File: config.mk
export PLATFORM = sky130hd
export DESIGN_NAME = flash_write_chunk_splitter
export DESIGN_NICKNAME = d
export VERILOG_FILES = /design/src/hdl/fwcs_pkg.sv /design/src/hdl/flash_write_chunk_splitter.sv /design/src/hdl/fwcs_in_reg.sv /design/src/hdl/fwcs_chunk.sv /design/src/hdl/fwcs_out_reg.sv
export SDC_FILE = /design/constraint.sdc
export NUM_CORES = 1
export LEC_CHECK = 0
export BUFFER_PORTS_ARGS = -buffer_cell sky130_fd_sc_hd__buf_2
export CORE_MARGIN = 2
export CORE_UTILIZATION = 35
export DETAILED_ROUTE_END_ITERATION = 12
export GPL_ROUTABILITY_DRIVEN = 0
export PLACE_DENSITY = 0.5
export SLEW_MARGIN = 0
export SYNTH_ARGS = -nofsm -noshare
export SYNTH_HDL_FRONTEND = slang
export SYNTH_SLANG_ARGS = --single-unit
File: constraint.sdc
create_clock -name clk -period 12.3 [get_ports clk]
set_input_delay 2.46 -clock clk [delete_from_list [all_inputs] [get_ports clk]]
set_output_delay 2.46 -clock clk [all_outputs]
set_load 0.02 [all_outputs]
File: src/hdl/fwcs_pkg.sv
// ----------------------------------------------------------------------------
// fwcs_pkg: shared types and constants of the flash write chunk splitter
// Holds the word layouts, register indexes, reset values and the size picker.
// ----------------------------------------------------------------------------
package fwcs_pkg;

	localparam int OFFSET_BITS_DEF = 24;
	localparam int FIELD_W         = 24;   // start_offset and byte_count width
	localparam int ADDR_W          = 32;
	localparam int DATA_W          = 64;
	localparam int S_TDATA_W       = 56;
	localparam int M_TDATA_W       = 104;

	localparam logic [1:0]        MAX_SIZE_RST  = 2'd2;
	localparam logic [ADDR_W-1:0] BASE_ADDR_RST = 32'h0800_0000;

	// configuration register indexes
	typedef enum logic [0:0] {
		REG_MAX_SIZE  = 1'b0,
		REG_BASE_ADDR = 1'b1
	} reg_index_t;

	// program size codes
	typedef enum logic [1:0] {
		SIZE_BYTE  = 2'd0,
		SIZE_HALF  = 2'd1,
		SIZE_WORD  = 2'd2,
		SIZE_DWORD = 2'd3
	} size_code_t;

	typedef struct packed {
		logic [7:0]         data_byte;
		logic               first;
		logic [FIELD_W-1:0] start_offset;
		logic [FIELD_W-1:0] byte_count;
	} item_t;

	typedef struct packed {
		logic [ADDR_W-1:0] program_address;
		logic [1:0]        size_code;
		logic [DATA_W-1:0] program_data;
		logic              last;
	} result_t;

	// Largest size not above the limit, aligned at the address and covered by
	// the remaining count; a single byte always fits.
	function automatic logic [1:0] pick_size(
		input logic [2:0]         addr_lo,
		input logic [FIELD_W-1:0] remaining,
		input logic [1:0]         max_code
	);
		logic [1:0] code;
		code = SIZE_BYTE;
		if (max_code == SIZE_DWORD && addr_lo == 3'd0 && remaining >= FIELD_W'(8))
			code = SIZE_DWORD;
		else if (max_code >= SIZE_WORD && addr_lo[1:0] == 2'd0 && remaining >= FIELD_W'(4))
			code = SIZE_WORD;
		else if (max_code >= SIZE_HALF && addr_lo[0] == 1'b0 && remaining >= FIELD_W'(2))
			code = SIZE_HALF;
		return code;
	endfunction

endpackage

File: src/hdl/flash_write_chunk_splitter.sv
// ----------------------------------------------------------------------------
// flash_write_chunk_splitter: split a byte stream into aligned program commands
// Gathers request bytes into chunks of 1, 2, 4 or 8 bytes and issues one
// program command per chunk.
// ----------------------------------------------------------------------------
// Usage:
//   Slave channel (s_*) takes one word per cycle while s_tready is high: a data byte, and on the
//   word flagged by s_tuser (first) also the request's offset and byte count.
//   Master channel (m_*) gives one program command per completed chunk:
//   absolute address, size code and little-endian data; m_tlast marks the
//   command that finishes the request. Words with no request active are
//   dropped, as is the word of an empty request.
//   Configuration: write cfg_data to register cfg_index when cfg_we is high
//   (0 max size code, 1 flash base). Write only while the block is idle.
// Timing:
//   A word is registered at the input and the chunk stage works on it
//   combinationally; the result register takes a command when the chunk
//   stage advances on its last byte. Throughput is one word per cycle
//   unless m_* stalls; a single chunk stage sits between the registers.
// Reset:
//   Both registers empty, no request active, max size code 2 and flash base
//   0x0800_0000.
// Stalls:
//   While m_tready is low and a command waits, the chunk stage holds and the
//   input register fills, then s_tready drops; no word is lost.
// ----------------------------------------------------------------------------
module flash_write_chunk_splitter #(
	parameter int OFFSET_BITS = fwcs_pkg::OFFSET_BITS_DEF
) (
	input  logic                            clk,
	input  logic                            arst_n,
	// configuration write port
	input  logic                            cfg_we,
	input  logic                            cfg_index,
	input  logic [fwcs_pkg::ADDR_W-1:0]     cfg_data,
	// request byte stream
	input  logic                            s_tvalid,
	output logic                            s_tready,
	// [7:0] data_byte, [31:8] start_offset, [55:32] byte_count
	input  logic [fwcs_pkg::S_TDATA_W-1:0]  s_tdata,
	// [0] first
	input  logic                            s_tuser,
	// program command stream
	output logic                            m_tvalid,
	input  logic                            m_tready,
	// [31:0] program_address, [33:32] size_code, [97:34] program_data, rest zero
	output logic [fwcs_pkg::M_TDATA_W-1:0]  m_tdata,
	output logic                            m_tlast
);

	logic [1:0]                  max_size_code_q;
	logic [fwcs_pkg::ADDR_W-1:0] base_addr_q;

	fwcs_pkg::item_t   in_item;
	fwcs_pkg::item_t   item_s1;
	fwcs_pkg::result_t res;
	fwcs_pkg::result_t res_q;
	logic              valid_s1;
	logic              advance;
	logic              res_valid;

	// configuration registers
	always_ff @(posedge clk or negedge arst_n) begin
		if (!arst_n) begin
			max_size_code_q <= fwcs_pkg::MAX_SIZE_RST;
			base_addr_q     <= fwcs_pkg::BASE_ADDR_RST;
		end else if (cfg_we) begin
			case (cfg_index)
				fwcs_pkg::REG_MAX_SIZE:  max_size_code_q <= cfg_data[1:0];
				fwcs_pkg::REG_BASE_ADDR: base_addr_q     <= cfg_data;
				default: ;
			endcase
		end
	end

	// unpack the incoming word
	assign in_item.data_byte    = s_tdata[7:0];
	assign in_item.start_offset = s_tdata[31:8];
	assign in_item.byte_count   = s_tdata[55:32];
	assign in_item.first        = s_tuser;

	// advance the chunk stage when it holds a word and the result slot is free or draining
	assign advance = valid_s1 && (!m_tvalid || m_tready);

	fwcs_in_reg u_in_reg (
		.clk      (clk),
		.arst_n   (arst_n),
		.in_valid (s_tvalid),
		.in_ready (s_tready),
		.in_item  (in_item),
		.advance  (advance),
		.valid_s1 (valid_s1),
		.item_s1  (item_s1)
	);

	fwcs_chunk #(
		.OFFSET_BITS (OFFSET_BITS)
	) u_chunk (
		.clk           (clk),
		.arst_n        (arst_n),
		.advance       (advance),
		.item_s1       (item_s1),
		.max_size_code (max_size_code_q),
		.base_addr     (base_addr_q),
		.res_valid     (res_valid),
		.res           (res)
	);

	fwcs_out_reg u_out_reg (
		.clk       (clk),
		.arst_n    (arst_n),
		.load      (advance && res_valid),
		.res       (res),
		.out_valid (m_tvalid),
		.out_ready (m_tready),
		.res_q     (res_q)
	);

	// pack the command word; pad bits stay zero
	assign m_tdata = {6'b0, res_q.program_data, res_q.size_code, res_q.program_address};
	assign m_tlast = res_q.last;

endmodule

File: src/hdl/fwcs_in_reg.sv
// ----------------------------------------------------------------------------
// fwcs_in_reg: input register stage
// Captures one word per cycle while ready, and holds it until the chunk stage advances.
// ----------------------------------------------------------------------------
module fwcs_in_reg (
	input  logic           clk,
	input  logic           arst_n,
	input  logic           in_valid,
	output logic           in_ready,
	input  fwcs_pkg::item_t in_item,
	input  logic           advance,
	output logic           valid_s1,
	output fwcs_pkg::item_t item_s1
);

	assign in_ready = !valid_s1 || advance;

	always_ff @(posedge clk or negedge arst_n) begin
		if (!arst_n) begin
			valid_s1 <= 1'b0;
		end else if (in_ready) begin
			valid_s1 <= in_valid;
		end
	end

	always_ff @(posedge clk) begin
		if (in_valid && in_ready) begin
			item_s1 <= in_item;
		end
	end

endmodule

File: src/hdl/fwcs_chunk.sv
// ----------------------------------------------------------------------------
// fwcs_chunk: chunk gathering stage
// Tracks the request, picks each chunk's size and gathers its bytes.
// ----------------------------------------------------------------------------
module fwcs_chunk #(
	parameter int OFFSET_BITS = fwcs_pkg::OFFSET_BITS_DEF
) (
	input  logic                          clk,
	input  logic                          arst_n,
	input  logic                          advance,
	input  fwcs_pkg::item_t               item_s1,
	input  logic [1:0]                    max_size_code,
	input  logic [fwcs_pkg::ADDR_W-1:0]   base_addr,
	output logic                          res_valid,
	output fwcs_pkg::result_t             res
);

	localparam int FW = fwcs_pkg::FIELD_W;
	localparam int AW = fwcs_pkg::ADDR_W;
	localparam int DW = fwcs_pkg::DATA_W;

	logic [OFFSET_BITS-1:0] cur_offset_q;
	logic [FW-1:0]          remaining_q;
	logic [1:0]             chunk_code_q;
	logic [2:0]             gathered_q;
	logic [DW-1:0]          chunk_data_q;

	logic [OFFSET_BITS+FW-1:0] start_ext;
	logic [OFFSET_BITS-1:0]    offset;
	logic [FW-1:0]             remaining;
	logic [2:0]                gathered;
	logic [DW-1:0]             data_old;
	logic [AW-1:0]             address;
	logic [1:0]                code;
	logic [DW-1:0]             data_new;
	logic [3:0]                pos;
	logic [3:0]                size;
	logic                      active;
	logic                      done;

	always_comb begin
		start_ext = {{OFFSET_BITS{1'b0}}, item_s1.start_offset};
		offset    = item_s1.first ? start_ext[OFFSET_BITS-1:0] : cur_offset_q;
		remaining = item_s1.first ? item_s1.byte_count : remaining_q;
		gathered  = item_s1.first ? 3'd0 : gathered_q;
		data_old  = item_s1.first ? '0 : chunk_data_q;
		active    = remaining != '0;
		address   = base_addr + AW'(offset);
		code      = (gathered == 3'd0) ?
			fwcs_pkg::pick_size(address[2:0], remaining, max_size_code) : chunk_code_q;
		data_new  = ((gathered == 3'd0) ? '0 : data_old) |
			(DW'(item_s1.data_byte) << {gathered, 3'b000});
		pos       = {1'b0, gathered} + 4'd1;
		size      = 4'd1 << code;
		done      = pos == size;
		res_valid = active && done;
		res.program_address = address;
		res.size_code       = code;
		res.program_data    = data_new;
		res.last            = remaining == FW'(size);
	end

	always_ff @(posedge clk or negedge arst_n) begin
		if (!arst_n) begin
			cur_offset_q <= '0;
			remaining_q  <= '0;
			chunk_code_q <= fwcs_pkg::SIZE_BYTE;
			gathered_q   <= '0;
			chunk_data_q <= '0;
		end else if (advance) begin
			if (!active) begin
				cur_offset_q <= offset;
				remaining_q  <= remaining;
				gathered_q   <= gathered;
				chunk_data_q <= data_old;
			end else if (!done) begin
				cur_offset_q <= offset;
				remaining_q  <= remaining;
				chunk_code_q <= code;
				gathered_q   <= pos[2:0];
				chunk_data_q <= data_new;
			end else begin
				cur_offset_q <= offset + OFFSET_BITS'(size);
				remaining_q  <= remaining - FW'(size);
				chunk_code_q <= code;
				gathered_q   <= '0;
				chunk_data_q <= '0;
			end
		end
	end

endmodule

File: src/hdl/fwcs_out_reg.sv
// ----------------------------------------------------------------------------
// fwcs_out_reg: result register
// Holds one program command until the receiver takes it.
// ----------------------------------------------------------------------------
module fwcs_out_reg (
	input  logic              clk,
	input  logic              arst_n,
	input  logic              load,
	input  fwcs_pkg::result_t res,
	output logic              out_valid,
	input  logic              out_ready,
	output fwcs_pkg::result_t res_q
);

	always_ff @(posedge clk or negedge arst_n) begin
		if (!arst_n) begin
			out_valid <= 1'b0;
		end else if (load) begin
			out_valid <= 1'b1;
		end else if (out_ready) begin
			out_valid <= 1'b0;
		end
	end

	always_ff @(posedge clk) begin
		if (load) begin
			res_q <= res;
		end
	end

endmodule
==> results.md, run 1 <==
* Capturing point of the worst reg2reg path: u_chunk.remaining_q[17]
* Maximum capacitance violations at 0
* Clock latency at the later pin of the worst-skew pair at 0.54 ns
* Sort of element at the end of the critical path: register
* Number of synthesized register bits at 309
* Synthesized area per cell at 11.7 um^2
* Slew headroom at 0.218
* CP Depth at 20
* Min Tclk post-route at 6.72 ns
* Number of clock sinks at 309
* Most common flop cell mapped by yosys: sky130_fd_sc_hd__edfxtp_1
* Fraction of power consumed by combinational cells at 0.349
* Clock power share at 0.271
* Number of warnings issued by yosys at 0
* Power spent charging and discharging nets at 1530 uW
* Number of antenna violations at the first check in global routing at 0
* Leakage power of the design at 0.00747 uW
* Crit path launch: u_in_reg.item_s1[48]
* Number of port buffers at 195
* RSZ-0062 raised after global routing: no
* Final period utilization at 0.546
* Total setup violations reported at the end of the flow at 0
* Starting density of the core at 0.354
* Endpoint of the worst setup timing path: u_chunk.remaining_q[17]
* Number of buffers and inverters on the critical path at 2
* Cell internal pwr at 2640 uW
* Worst Max-Slew Pin Slew at 1.16 ns
* Pwr Density at 231 nW/um^2
* Critical path fanouts, max at 83
* Post-detailed-route via-to-cell ratio at 5.11
* CTS tree: yes
* Total core area at 43100 um^2
* # resized after CTS at 0
* Crit path kind: reg -> reg
* Achievable frequency at 149 MHz
* Wire length of the first global-routing pass at 61700 um
* HPWL reported at the end of detailed placement at 26200 um
* Global-route total usage across every layer at 0.176
* H-tree depth at 2
* DRT Pass-1 Iters at 6
* Worst Reg-to-Reg Cells at 20
* # IOs at 202
* Area added between synthesis and finish at 17.9%
* Die ar. at 45300 um^2
* Delay of the slowest cell on the worst path at 0.65 ns
* Worst EP arrival at 7.09 ns
* Clock Path Buffers at 3
* CTS Hold Bufs at 0
* Number of distinct library cells after synthesis at 76
* Non-filler cells in the finished layout at 2086
* Final worst setup slack at 5.58 ns
* Place WS at 5.50 ns
* Reg-to-reg startpoint: u_in_reg.item_s1[48]
* Post-Syn Instances at 1302
* Final routed wirelength across all metal layers at 39500 um
* DRC violation total after the first TritonRoute iteration at 636
* Die X at 213 um
* Seq pwr share at 0.380
* Crit path max-delay family: simple AND/OR/NAND/NOR gates
* Residual DRC count at 0
* Max VDD drop at 0.000121 V
* Flop-to-flop setup slack at 5.58 ns
* Root buffer cell: sky130_fd_sc_hd__clkbuf_16
* Final #Nets at 1606
* Ys async rst share at 0.495
* Total number of vias at 10662
* Final hold viol count at 0
* Placed cell count at 2020
* Tightest hold margin at 0.476 ns
* Fin. max-slew vios at 0
* Antenna Diode Count at 0
* Routed WL per cell at 18.9 um
* Standard-cell rows at 76
* Cell-by-cell trace of the critical path: buf_4 -> buf_4 -> mux2_2 -> ha_1 -> fa_1 -> nor2b_1 -> a211o_1 -> mux2i_1 -> a22o_1 -> nand2_1 -> ha_1 -> a21o_1 -> a21o_1 -> a21oi_1 -> o21ai_0 -> or3b_2 -> nor2_1 -> and4b_1 -> mux2i_1 -> o211ai_1
* Crit-path slowest cell: sky130_fd_sc_hd__buf_4
* Via count of the first global-routing pass at 10573
* Final global-route overflow total at 0
* Number of buffers added for setup after CTS at 0
* Required time worst endpoint at 12.68 ns
* Launching element type of the critical path: register
* Final antenna-violating net count at 0
* Class of the tightest hold or removal check: reg -> reg
* Fraction of final layout cells sized beyond drive strength 1 at 0.227
* Clk slew on worst S/H paths at 0.06 ns
* Post-synth EDFFs at 156
* Sequential area share after synthesis at 0.558
* Total negative slack at 0 ns
* Cts bufs inserted at 37
* Die Y-Extent at 213 um
* Synth Cell Area at 15200 um^2
* Status: completed
* Net switching share of the total power at 0.366
* Skew final at 0.0174 ns
* Maximum number of pins on one net before global-route repair at 84
## stage by stage
step	util	instance area [um^2]	power, uW
3_5_place_dp	0.388	16700	3060
5_1_grt	0.418	18000	4430
4_1_cts	0.418	18000	4220
2_1_floorplan	-	15300	2660
3_3_place_gp	0.388	16700	3050
6_report	0.418	18000	4160
## placed cells by master (no fill, tap or decap), types with 37 or more instances in the layout
cell type	synthesis	routed
sky130_fd_sc_hd__a21oi_1	67	67
sky130_fd_sc_hd__a22o_1	114	114
sky130_fd_sc_hd__buf_2	8	194
sky130_fd_sc_hd__clkbuf_16	0	38
sky130_fd_sc_hd__dfrtp_1	151	151
sky130_fd_sc_hd__edfxtp_1	156	156
sky130_fd_sc_hd__mux2_2	49	49
sky130_fd_sc_hd__nand2_1	85	84
sky130_fd_sc_hd__nor2_1	68	66
sky130_fd_sc_hd__nor2b_1	52	52
sky130_fd_sc_hd__nor3_1	54	54
sky130_fd_sc_hd__xnor2_1	37	37
## worst reg2reg max path: stages (launching register included)
cell	delay (ns)
sky130_fd_sc_hd__edfxtp_1	0.34
sky130_fd_sc_hd__buf_4	0.65
sky130_fd_sc_hd__buf_4	0.61
sky130_fd_sc_hd__mux2_2	0.42
sky130_fd_sc_hd__ha_1	0.22
sky130_fd_sc_hd__fa_1	0.53
sky130_fd_sc_hd__nor2b_1	0.08
sky130_fd_sc_hd__a211o_1	0.25
sky130_fd_sc_hd__mux2i_1	0.14
sky130_fd_sc_hd__a22o_1	0.37
sky130_fd_sc_hd__nand2_1	0.23
sky130_fd_sc_hd__ha_1	0.34
sky130_fd_sc_hd__a21o_1	0.15
sky130_fd_sc_hd__a21o_1	0.19
sky130_fd_sc_hd__a21oi_1	0.26
sky130_fd_sc_hd__o21ai_0	0.22
sky130_fd_sc_hd__or3b_2	0.52
sky130_fd_sc_hd__nor2_1	0.39
sky130_fd_sc_hd__and4b_1	0.34
sky130_fd_sc_hd__mux2i_1	0.20
sky130_fd_sc_hd__o211ai_1	0.10
## area by class of cell
cell class | instances | area (um^2)
Timing Repair Buffer | 214 | 1120
Multi-Input combinational cell | 883 | 6250
Fill cell | 4115 | 25100
Inverter | 29 | 109
Clock inverter | 13 | 204
Sequential cell | 309 | 8520
Tap cell | 585 | 732
Clock buffer | 53 | 1050
## synth_stat cells, types with 6 or more instances
master / number / area, um^2
sky130_fd_sc_hd__a21oi_1: 67 / 335
sky130_fd_sc_hd__ha_1: 34 / 425
sky130_fd_sc_hd__nand2b_1: 17 / 106
sky130_fd_sc_hd__clkbuf_1: 42 / 158
sky130_fd_sc_hd__buf_4: 9 / 67.6
sky130_fd_sc_hd__nor2b_1: 52 / 325
sky130_fd_sc_hd__dfrtp_1: 151 / 3780
sky130_fd_sc_hd__xnor2_1: 37 / 324
sky130_fd_sc_hd__a22o_1: 114 / 998
sky130_fd_sc_hd__nor2_1: 68 / 255
sky130_fd_sc_hd__and3_1: 10 / 62.6
sky130_fd_sc_hd__a2111oi_0: 6 / 52.6
sky130_fd_sc_hd__nand3_1: 30 / 150
sky130_fd_sc_hd__buf_1: 15 / 56.3
sky130_fd_sc_hd__inv_1: 28 / 105
sky130_fd_sc_hd__edfxtp_1: 156 / 4680
sky130_fd_sc_hd__o2111ai_1: 10 / 87.6
sky130_fd_sc_hd__xor2_1: 27 / 236
sky130_fd_sc_hd__a21o_1: 18 / 135
sky130_fd_sc_hd__or3b_1: 6 / 52.6
sky130_fd_sc_hd__o211ai_1: 20 / 150
sky130_fd_sc_hd__nor4_1: 8 / 50.1
sky130_fd_sc_hd__nand2_1: 85 / 319
sky130_fd_sc_hd__o21ai_0: 30 / 150
sky130_fd_sc_hd__or3_1: 10 / 62.6
sky130_fd_sc_hd__nand4_1: 8 / 50.1
sky130_fd_sc_hd__mux2i_1: 34 / 340
sky130_fd_sc_hd__buf_6: 7 / 78.8
sky130_fd_sc_hd__mux2_2: 49 / 552
sky130_fd_sc_hd__buf_2: 8 / 40.0
sky130_fd_sc_hd__nor3_1: 54 / 270
## power groups by stage
stage	clock network [uW]	registers [uW]	logic, uW
5_1_grt	1210	1610	1610
6_report	1130	1580	1450
2_1_floorplan	0	1720	937
3_3_place_gp	0	1600	1450
3_5_place_dp	0	1600	1460
4_1_cts	1170	1580	1470
## cells by family (layout without fill, tap and decap cells)
logic type	Yosys count	after routing	share of synthesized area
simple gates	382	382	0.129
compound gates	311	311	0.150
flops	309	309	0.558
buf+inv	115	309	0.0350
mux	83	83	0.0585
xor+xnor	64	64	0.0368
fa+ha+maj	37	37	0.0318
other cells	1	6	0.000246
## flip-flops by register name (all words and copies together) (netlist names)
name                  flops
base_addr_q              32
u_in_reg.item_s1         57
u_chunk.cur_offset_q     24
u_out_reg.out_valid       1
u_chunk.chunk_code_q      2
u_chunk.remaining_q      24
u_out_reg.res_q          99
u_chunk.chunk_data_q     64
u_chunk.gathered_q        3
u_in_reg.valid_s1         1
max_size_code_q           2
## worst min path at each step
stage                             startpoint                        to  cells after the start  slack [ns]
finish                u_chunk.remaining_q[0]    u_chunk.remaining_q[0]                      1        0.48
global route        u_chunk.cur_offset_q[12]  u_chunk.cur_offset_q[12]                      2        0.50
CTS                   u_chunk.remaining_q[0]    u_chunk.remaining_q[0]                      1        0.48
detailed placement    u_chunk.remaining_q[0]    u_chunk.remaining_q[0]                      1        0.47
global placement    u_chunk.cur_offset_q[22]  u_chunk.cur_offset_q[22]                      2        0.46
floorplan            u_chunk.cur_offset_q[0]   u_chunk.cur_offset_q[0]                      2        0.45
## metal layers
metal | track usage | up-vias | share of wire
met3 | 0.0254 | 56 | 0.044
met2 | 0.276 | 253 | 0.45
met4 | 0.0545 | 0 | 0.023
li1 | - | 5182 | -
met5 | 0 | - | 0
met1 | 0.253 | 5171 | 0.48
Note: power is estimated with default switching activity, not from simulation.
==> run 2, diff against run 1 <==
Settings changed: ABC_AREA from default to 1.
Clock period 12.3 ns to 6.4 ns, I/O delays scaled along.
==> run 2 against run 1 <==
  * Register-to-register slack lost 4.3 ns
  * Clock skew grew 0.0056 ns
  * Synthesized cell count grew 40%
  * Wire length grew 20%
  * Global-route usage grew 2.1 points
  * Sequential cell count is the same
  * Final area grew 4.9%
  * Final cell count grew 25%
  * Clock power grew 89%
==> results.md, run 2 <==
* Total setup violations reported at the end of the flow at 0 (unchanged)
* Clk slew on worst S/H paths at 0.06 ns (about the same)
* Achievable frequency at 194 MHz (+30%)
* Slew headroom at 0.260 (+0.0420)
* Post-synth top area share at 0.289 (-0.0185)
* Most common flop cell mapped by yosys: sky130_fd_sc_hd__edfxtp_1
* Leading cell types in the layout, fill and taps excluded: sky130_fd_sc_hd__nand2_1, sky130_fd_sc_hd__nand3_1, sky130_fd_sc_hd__buf_2
* Sort of element at the end of the critical path: register
* Area leader, netlist: sky130_fd_sc_hd__edfxtp_1
* Final hold viol count at 0 (unchanged)
* Synthesized area per cell at 8.90 um^2 (-24%)
* CTS tree: yes
* Ys async rst share at 0.495 (unchanged)
* Fraction of final layout cells sized beyond drive strength 1 at 0.178 (-0.0490)
* Area added between synthesis and finish at 16.2%
* Number of antenna violations at the first check in global routing at 0 (unchanged)
* Mux cell area share after synthesis at 0.0180 (-0.0405)
* Total core area at 45600 um^2 (+5.8%)
* Final period utilization at 0.805 (+0.258)
* Number of port buffers at 195 (unchanged)
* Routed WL per cell at 18.2 um (-3.9%)
* Number of synthesized register bits at 309 (unchanged)
* Required time worst endpoint at 6.87 ns (-5.81 ns)
* Total number of vias at 13435 (+26%)
* H-tree depth at 2 (unchanged)
* Critical path fanouts, max at 10 (-88%)
* Via count of the first global-routing pass at 12773 (+21%)
* Post-Syn Instances at 1824 (+40%)
* Total negative slack at 0 ns (unchanged)
* Met2 Resource Use GR at 0.311 (+0.0356)
* Post-Synth Simple-Gate Area at 0.246 (+0.117)
* Global-route total usage across every layer at 0.197 (+0.0209)
* Residual DRC count at 0 (unchanged)
* Leakage power of the design at 0.00811 uW (+8.6%)
* RSZ-0062 raised after global routing: no
* Cell types with the highest counts after synthesis: sky130_fd_sc_hd__nand2_1, sky130_fd_sc_hd__nand3_1, sky130_fd_sc_hd__edfxtp_1, sky130_fd_sc_hd__nor2_1, sky130_fd_sc_hd__dfrtp_1
* Clock power share at 0.252 (-0.019)
* Sequential area share after synthesis at 0.525 (-0.0337)
* Met3 track demand over resource in global routing at 0.0315 (+0.00602)
* DRT Pass-1 Iters at 5 (-1)
* Commonest non-fill, non-tap cell in the layout: sky130_fd_sc_hd__nand2_1
* Max VDD drop at 0.000205 V (+70%)
* Met1 Use GR at 0.282 (+0.0288)
* Largest registers: u_out_reg.res_q x99, u_chunk.chunk_data_q x64, u_in_reg.item_s1 x57
* Delay of the slowest cell on the worst path at 0.57 ns (-0.08 ns)
* Number of distinct library cells after synthesis at 48 (-37%)
* Number of warnings issued by yosys at 0 (unchanged)
* Post-detailed-route via-to-cell ratio at 5.15 (+0.75%)
* Synth Cell Area at 16200 um^2 (+6.4%)
* Worst EP arrival at 5.62 ns (-1.47 ns)
* HPWL reported at the end of detailed placement at 32400 um (+24%)
* # IOs at 202 (unchanged)
* Fraction of power consumed by combinational cells at 0.382 (+0.033)
* Final routed wirelength across all metal layers at 47400 um (+20%)
* Gr busiest metal: met2
* Seq pwr share at 0.366 (-0.014)
* XOR/XNOR share of the synthesized area at 0.0286 (-0.00815)
* Cell internal pwr at 5060 uW (+92%)
* Die X at 219 um (+3.1%)
* Root buffer cell: sky130_fd_sc_hd__clkbuf_16
* Area contributors post-synth: sky130_fd_sc_hd__edfxtp_1, sky130_fd_sc_hd__dfrtp_1, sky130_fd_sc_hd__nand3_1
* Die ar. at 48100 um^2 (+6.3%)
* Pwr Density at 450 nW/um^2 (+95%)
* Tightest hold margin at 0.470 ns (-0.00569 ns)
* Starting density of the core at 0.356 (+0.00205)
* Launching element type of the critical path: register
* Clock Path Buffers at 3 (unchanged)
* Most frequent CP cell: sky130_fd_sc_hd__nand2_1
* Final global-route overflow total at 0 (unchanged)
* Worst Max-Slew Pin Slew at 1.11 ns (-0.0540 ns)
* Power spent charging and discharging nets at 3440 uW (+130%)
* Class of the tightest hold or removal check: reg -> reg
* Max reg flops at 99 (unchanged)
* Wire length of the first global-routing pass at 74000 um (+20%)
* Post-synth EDFFs at 156 (unchanged)
* Clock latency at the later pin of the worst-skew pair at 0.55 ns (about the same)
* Net switching share of the total power at 0.405 (+0.0383)
* Die Y-Extent at 219 um (+3.1%)
* DRC violation total after the first TritonRoute iteration at 1067 (+68%)
* Final antenna-violating net count at 0 (unchanged)
* Maximum capacitance violations at 0 (unchanged)
* Power consumption at 8490 uW (+100%)
* Final #Nets at 2113 (+32%)
* Largest family of logic cells by synthesized area: simple AND/OR/NAND/NOR gates
* Maximum number of pins on one net before global-route repair at 108 (+29%)
* Number of clock sinks at 309 (unchanged)
* Standard-cell rows at 78 (+2.6%)
* # resized after CTS at 0 (unchanged)
* Fin. max-slew vios at 0 (unchanged)
* Cts bufs inserted at 37 (unchanged)
* Crit-path slowest cell: sky130_fd_sc_hd__fa_1
* Register ranked first by flip-flop count: u_out_reg.res_q
* Skew final at 0.0229 ns (+0.00555 ns)
* Min Tclk post-route at 5.15 ns (-1.57 ns)
* Crit path kind: reg -> reg
* Antenna Diode Count at 0 (unchanged)
* CTS Hold Bufs at 0 (unchanged)
* Complex-gate fraction of the synthesized area at 0.0897 (-0.0602)
* Leading cell type by number of instances after synthesis: sky130_fd_sc_hd__nand2_1
* Number of buffers added for setup after CTS at 0 (unchanged)
* Area share of fa/ha/maj cells after synthesis at 0.0299 (-0.00192)
* Status: completed
run 2: final cells by class:
type                            count  area (um^2)
Fill cell                        4532        26700
Sequential cell                   309         8520
Multi-Input combinational cell   1281         6720
Timing Repair Buffer              218         1150
Clock buffer                       42          945
Tap cell                          600          751
Inverter                          134          508
Clock inverter                     25          267
run 2: worst max-delay path: cells and delay by family (launching register included):
kind / cells / cell delay, ns
flip-flops: 1 / 0.56
buffers and inverters: 5 / 0.50
adder cells (fa/ha/maj): 3 / 1.14
AO/OA/AOI/OAI: 2 / 0.35
AND/OR/NAND/NOR: 19 / 2.53
run 2: final timing paths:
path,from,endpoint,slack (ns),depth (start not counted)
worst max register to register,u_in_reg.item_s1[48],u_chunk.cur_offset_q[16],1.25,29
max in group asynchronous,arst_n,u_chunk.remaining_q[9],4.39,2
worst max-delay path,u_in_reg.item_s1[48],u_chunk.cur_offset_q[16],1.25,29
worst min register to register,u_chunk.cur_offset_q[6],u_chunk.cur_offset_q[6],0.47,2
min in group asynchronous,arst_n,base_addr_q[25],0.66,1
worst min-delay path,u_chunk.cur_offset_q[6],u_chunk.cur_offset_q[6],0.47,2
run 2: stage by stage:
stage | area, um^2 | worst slack (ns) | std cells | util
3_5_place_dp | 17700 | 1.26 | 2542 | 0.387
5_1_grt | 18900 | 0.728 | 2609 | 0.414
3_3_place_gp | 17700 | 1.46 | 2542 | 0.387
4_1_cts | 18900 | 1.22 | 2609 | 0.414
2_1_floorplan | 16200 | 0.558 | 1829 | -
6_report | 18900 | 1.25 | 2609 | 0.414
run 2: kinds of logic after synthesis:
logic type	count (synthesis)
xor+xnor	53
flops	309
buf+inv	239
mux	26
other cells	1
fa+ha+maj	37
compound gates	263
simple gates	896
run 2: power groups by stage:
stage	Combinational (uW)	Sequential, uW	Clock, uW
after floorplan	2180	3290	0
after global placement	3210	3130	0
after detailed placement	3240	3140	0
after CTS	3250	3110	2210
after global routing	3630	3170	2280
final	3240	3110	2140
run 2: per-layer routing:
layer / vias up / part of all wire
li1: 6549 / -
met4: 0 / 0.019
met3: 54 / 0.058
met5: - / 0
met1: 6409 / 0.46
met2: 423 / 0.46
==> run 3, diff against run 2 <==
Settings changed: PLACE_DENSITY 0.5 to 0.52.
Clock period 6.4 ns to 4.4 ns, I/O delays scaled along.
==> run 3 against run 2 <==
  * Via count up 1.4%
  * Non-clock buffer count up 41
  * Critical path depth up 1
  * Clock-buffer cell count up 2
  * Sequential share of layout area down 1.7 points
  * Die area unchanged
  * Sequential cell count unchanged
  * Wire length down 0.48%
  * Maximum frequency up 25%
  * Final cell count up 1.6%
  * Largest cell class unchanged
==> results.md, run 3 (synthesis results as in run 2) <==
* Status: completed
* HPWL reported at the end of detailed placement at 32300 um (-0.28%)
* Standard-cell rows at 78 (unchanged)
* Fraction of final layout cells sized beyond drive strength 1 at 0.214 (+0.0354)
* Final global-route overflow total at 0 (unchanged)
* Global-route total usage across every layer at 0.196 (-0.00130)
* Root buffer cell: sky130_fd_sc_hd__clkbuf_16
* Slew headroom at 0.321 (+0.0610)
* Crit-path slowest cell: sky130_fd_sc_hd__fa_1
* Clock Path Buffers at 3 (unchanged)
* Final #Nets at 2155 (+2.0%)
* Antenna Diode Count at 0 (unchanged)
* Pwr Density at 662 nW/um^2 (+47%)
* Via count of the first global-routing pass at 12873 (+0.78%)
* Final routed wirelength across all metal layers at 47200 um (-0.48%)
* DRT Pass-1 Iters at 6 (+1)
* Wire length of the first global-routing pass at 73300 um (-0.96%)
* Number of clock sinks at 309 (unchanged)
* Total setup violations reported at the end of the flow at 0 (unchanged)
* Min Tclk post-route at 4.13 ns (-1.01 ns)
* Max VDD drop at 0.000309 V (+51%)
* Register ranked first by flip-flop count: u_out_reg.res_q
* Leading cell types in the layout, fill and taps excluded: sky130_fd_sc_hd__nand2_1, sky130_fd_sc_hd__nand3_1, sky130_fd_sc_hd__buf_2
* Number of buffers and inverters on the critical path at 6 (+1)
* H-tree depth at 2 (unchanged)
* Leakage power of the design at 0.00842 uW (+3.8%)
* Die X at 219 um (unchanged)
* Crit path kind: reg -> reg
* CTS tree: yes
* Class of the tightest hold or removal check: in -> async
* Launching element type of the critical path: register
* Largest registers: u_out_reg.res_q x99, u_chunk.chunk_data_q x64, u_in_reg.item_s1 x57
* Cts bufs inserted at 38 (+2.7%)
* Crit path max-delay family: simple AND/OR/NAND/NOR gates
* Number of antenna violations at the first check in global routing at 0 (unchanged)
* Max reg flops at 99 (unchanged)
* CTS Hold Bufs at 0 (unchanged)
* Filler cell count in the final layout at 4464 (-1.5%)
* RSZ-0062 raised after global routing: yes
* Die ar. at 48100 um^2 (unchanged)
* Achievable frequency at 242 MHz (+25%)
* Post-detailed-route via-to-cell ratio at 5.14 (-0.21%)
* Total number of vias at 13622 (+1.4%)
* Starting density of the core at 0.356 (unchanged)
* Maximum capacitance violations at 0 (unchanged)
* Total negative slack at 0 ns (unchanged)
* Skew final at 0.0208 ns (-0.00216 ns)
* Clock latency at the later pin of the worst-skew pair at 0.57 ns (+0.02 ns)
* Final antenna-violating net count at 0 (unchanged)
* # IOs at 202 (unchanged)
* Critical path fanouts, max at 9 (-1)
* Sort of element at the end of the critical path: register
* Clk slew on worst S/H paths at 0.07 ns (about the same)
* Final hold viol count at 0 (unchanged)
* Delay of the slowest cell on the worst path at 0.50 ns (-0.07 ns)
* Die Y-Extent at 219 um (unchanged)
* Worst Max-Slew Pin Slew at 1.02 ns (-0.0915 ns)
* Required time worst endpoint at 4.91 ns (-1.96 ns)
* Most frequent CP cell: sky130_fd_sc_hd__inv_2
* Total core area at 45600 um^2 (unchanged)
* Commonest non-fill, non-tap cell in the layout: sky130_fd_sc_hd__nand2_1
* Worst EP arrival at 4.64 ns (-0.98 ns)
* Maximum number of pins on one net before global-route repair at 114 (+5.6%)
* Residual DRC count at 0 (unchanged)
* Fin. max-slew vios at 0 (unchanged)
* Power consumption at 13000 uW (+53%)
* Routed WL per cell at 17.8 um (-2.1%)
* Number of port buffers at 195 (unchanged)
* DRC violation total after the first TritonRoute iteration at 1085 (+1.7%)
* Area added between synthesis and finish at 20.7%
* Final period utilization at 0.940 (+0.135)
[run 3: cell count changes in the layout (fill, tap and decap cells not counted), sizes merged]
| cell | delta |
|---|---|
| clkbuf | +2 |
| buf | +41 |
| clkinvlp | -4 |
| clkinv | +1 |
| bufinv | +1 |
| inv | +1 |
[run 3: report_power, final]
part	switching, uW	internal (uW)	total (uW)
Sequential	436	4080	4520
Combinational	3450	1750	5200
Clock	1280	1980	3260
[run 3: area by class of cell]
class / instances / area (um^2) / area share
well taps: 600 / 751 / 0.0383
repair buffers: 259 / 1560 / 0.0795
multi-input cells: 1281 / 6960 / 0.355
inverters: 134 / 515 / 0.0263
clock buffers: 44 / 995 / 0.0508
clock inverters: 24 / 293 / 0.0149
flip-flops and latches: 309 / 8520 / 0.435
[run 3: what timing repair did]
item	in CTS	in global routing
endpoints found under the hold margin	0	0
gates resized for setup	0	30
setup buffers	0	7
setup endpoints to repair	0	27
[run 3: routing by layer]
layer	part of all wire	routed length (um)	vias up	track usage
met3	0.052	2470	73	0.0238
met4	0.031	1460	0	0.0782
met2	0.46	21900	388	0.307
li1	-	-	6636	-
met5	0	0	-	0
met1	0.45	21300	6525	0.275
[run 3: final timing paths]
| kind | start | cells after the start | slack [ns] | endpoint |
|---|---|---|---|---|
| max | u_in_reg.item_s1[48] | 30 | 0.27 | u_chunk.cur_offset_q[18] |
| min | arst_n | 1 | 0.37 | base_addr_q[9] |
| max reg2reg | u_in_reg.item_s1[48] | 30 | 0.27 | u_chunk.cur_offset_q[18] |
| min reg2reg | u_chunk.cur_offset_q[6] | 2 | 0.47 | u_chunk.cur_offset_q[6] |
| max in group asynchronous | arst_n | 2 | 2.97 | u_chunk.chunk_data_q[24] |
| min in group clk | u_chunk.cur_offset_q[6] | 2 | 0.47 | u_chunk.cur_offset_q[6] |
[run 3: metrics by stage]
step | cell area (um^2) | worst slack [ns] | hold WS (ns) | std cells | util
final | 19600 | 0.265 | 0.366 | 2651 | 0.430
after global routing | 19600 | -0.0180 | 0.446 | 2651 | 0.430
after CTS | 19400 | 0.0277 | 0.410 | 2644 | 0.426
after detailed placement | 18100 | 0.0741 | 0.460 | 2576 | 0.398
after global placement | 18100 | 0.152 | 0.457 | 2576 | 0.398
after floorplan | 16400 | -0.824 | 0.437 | 1829 | -
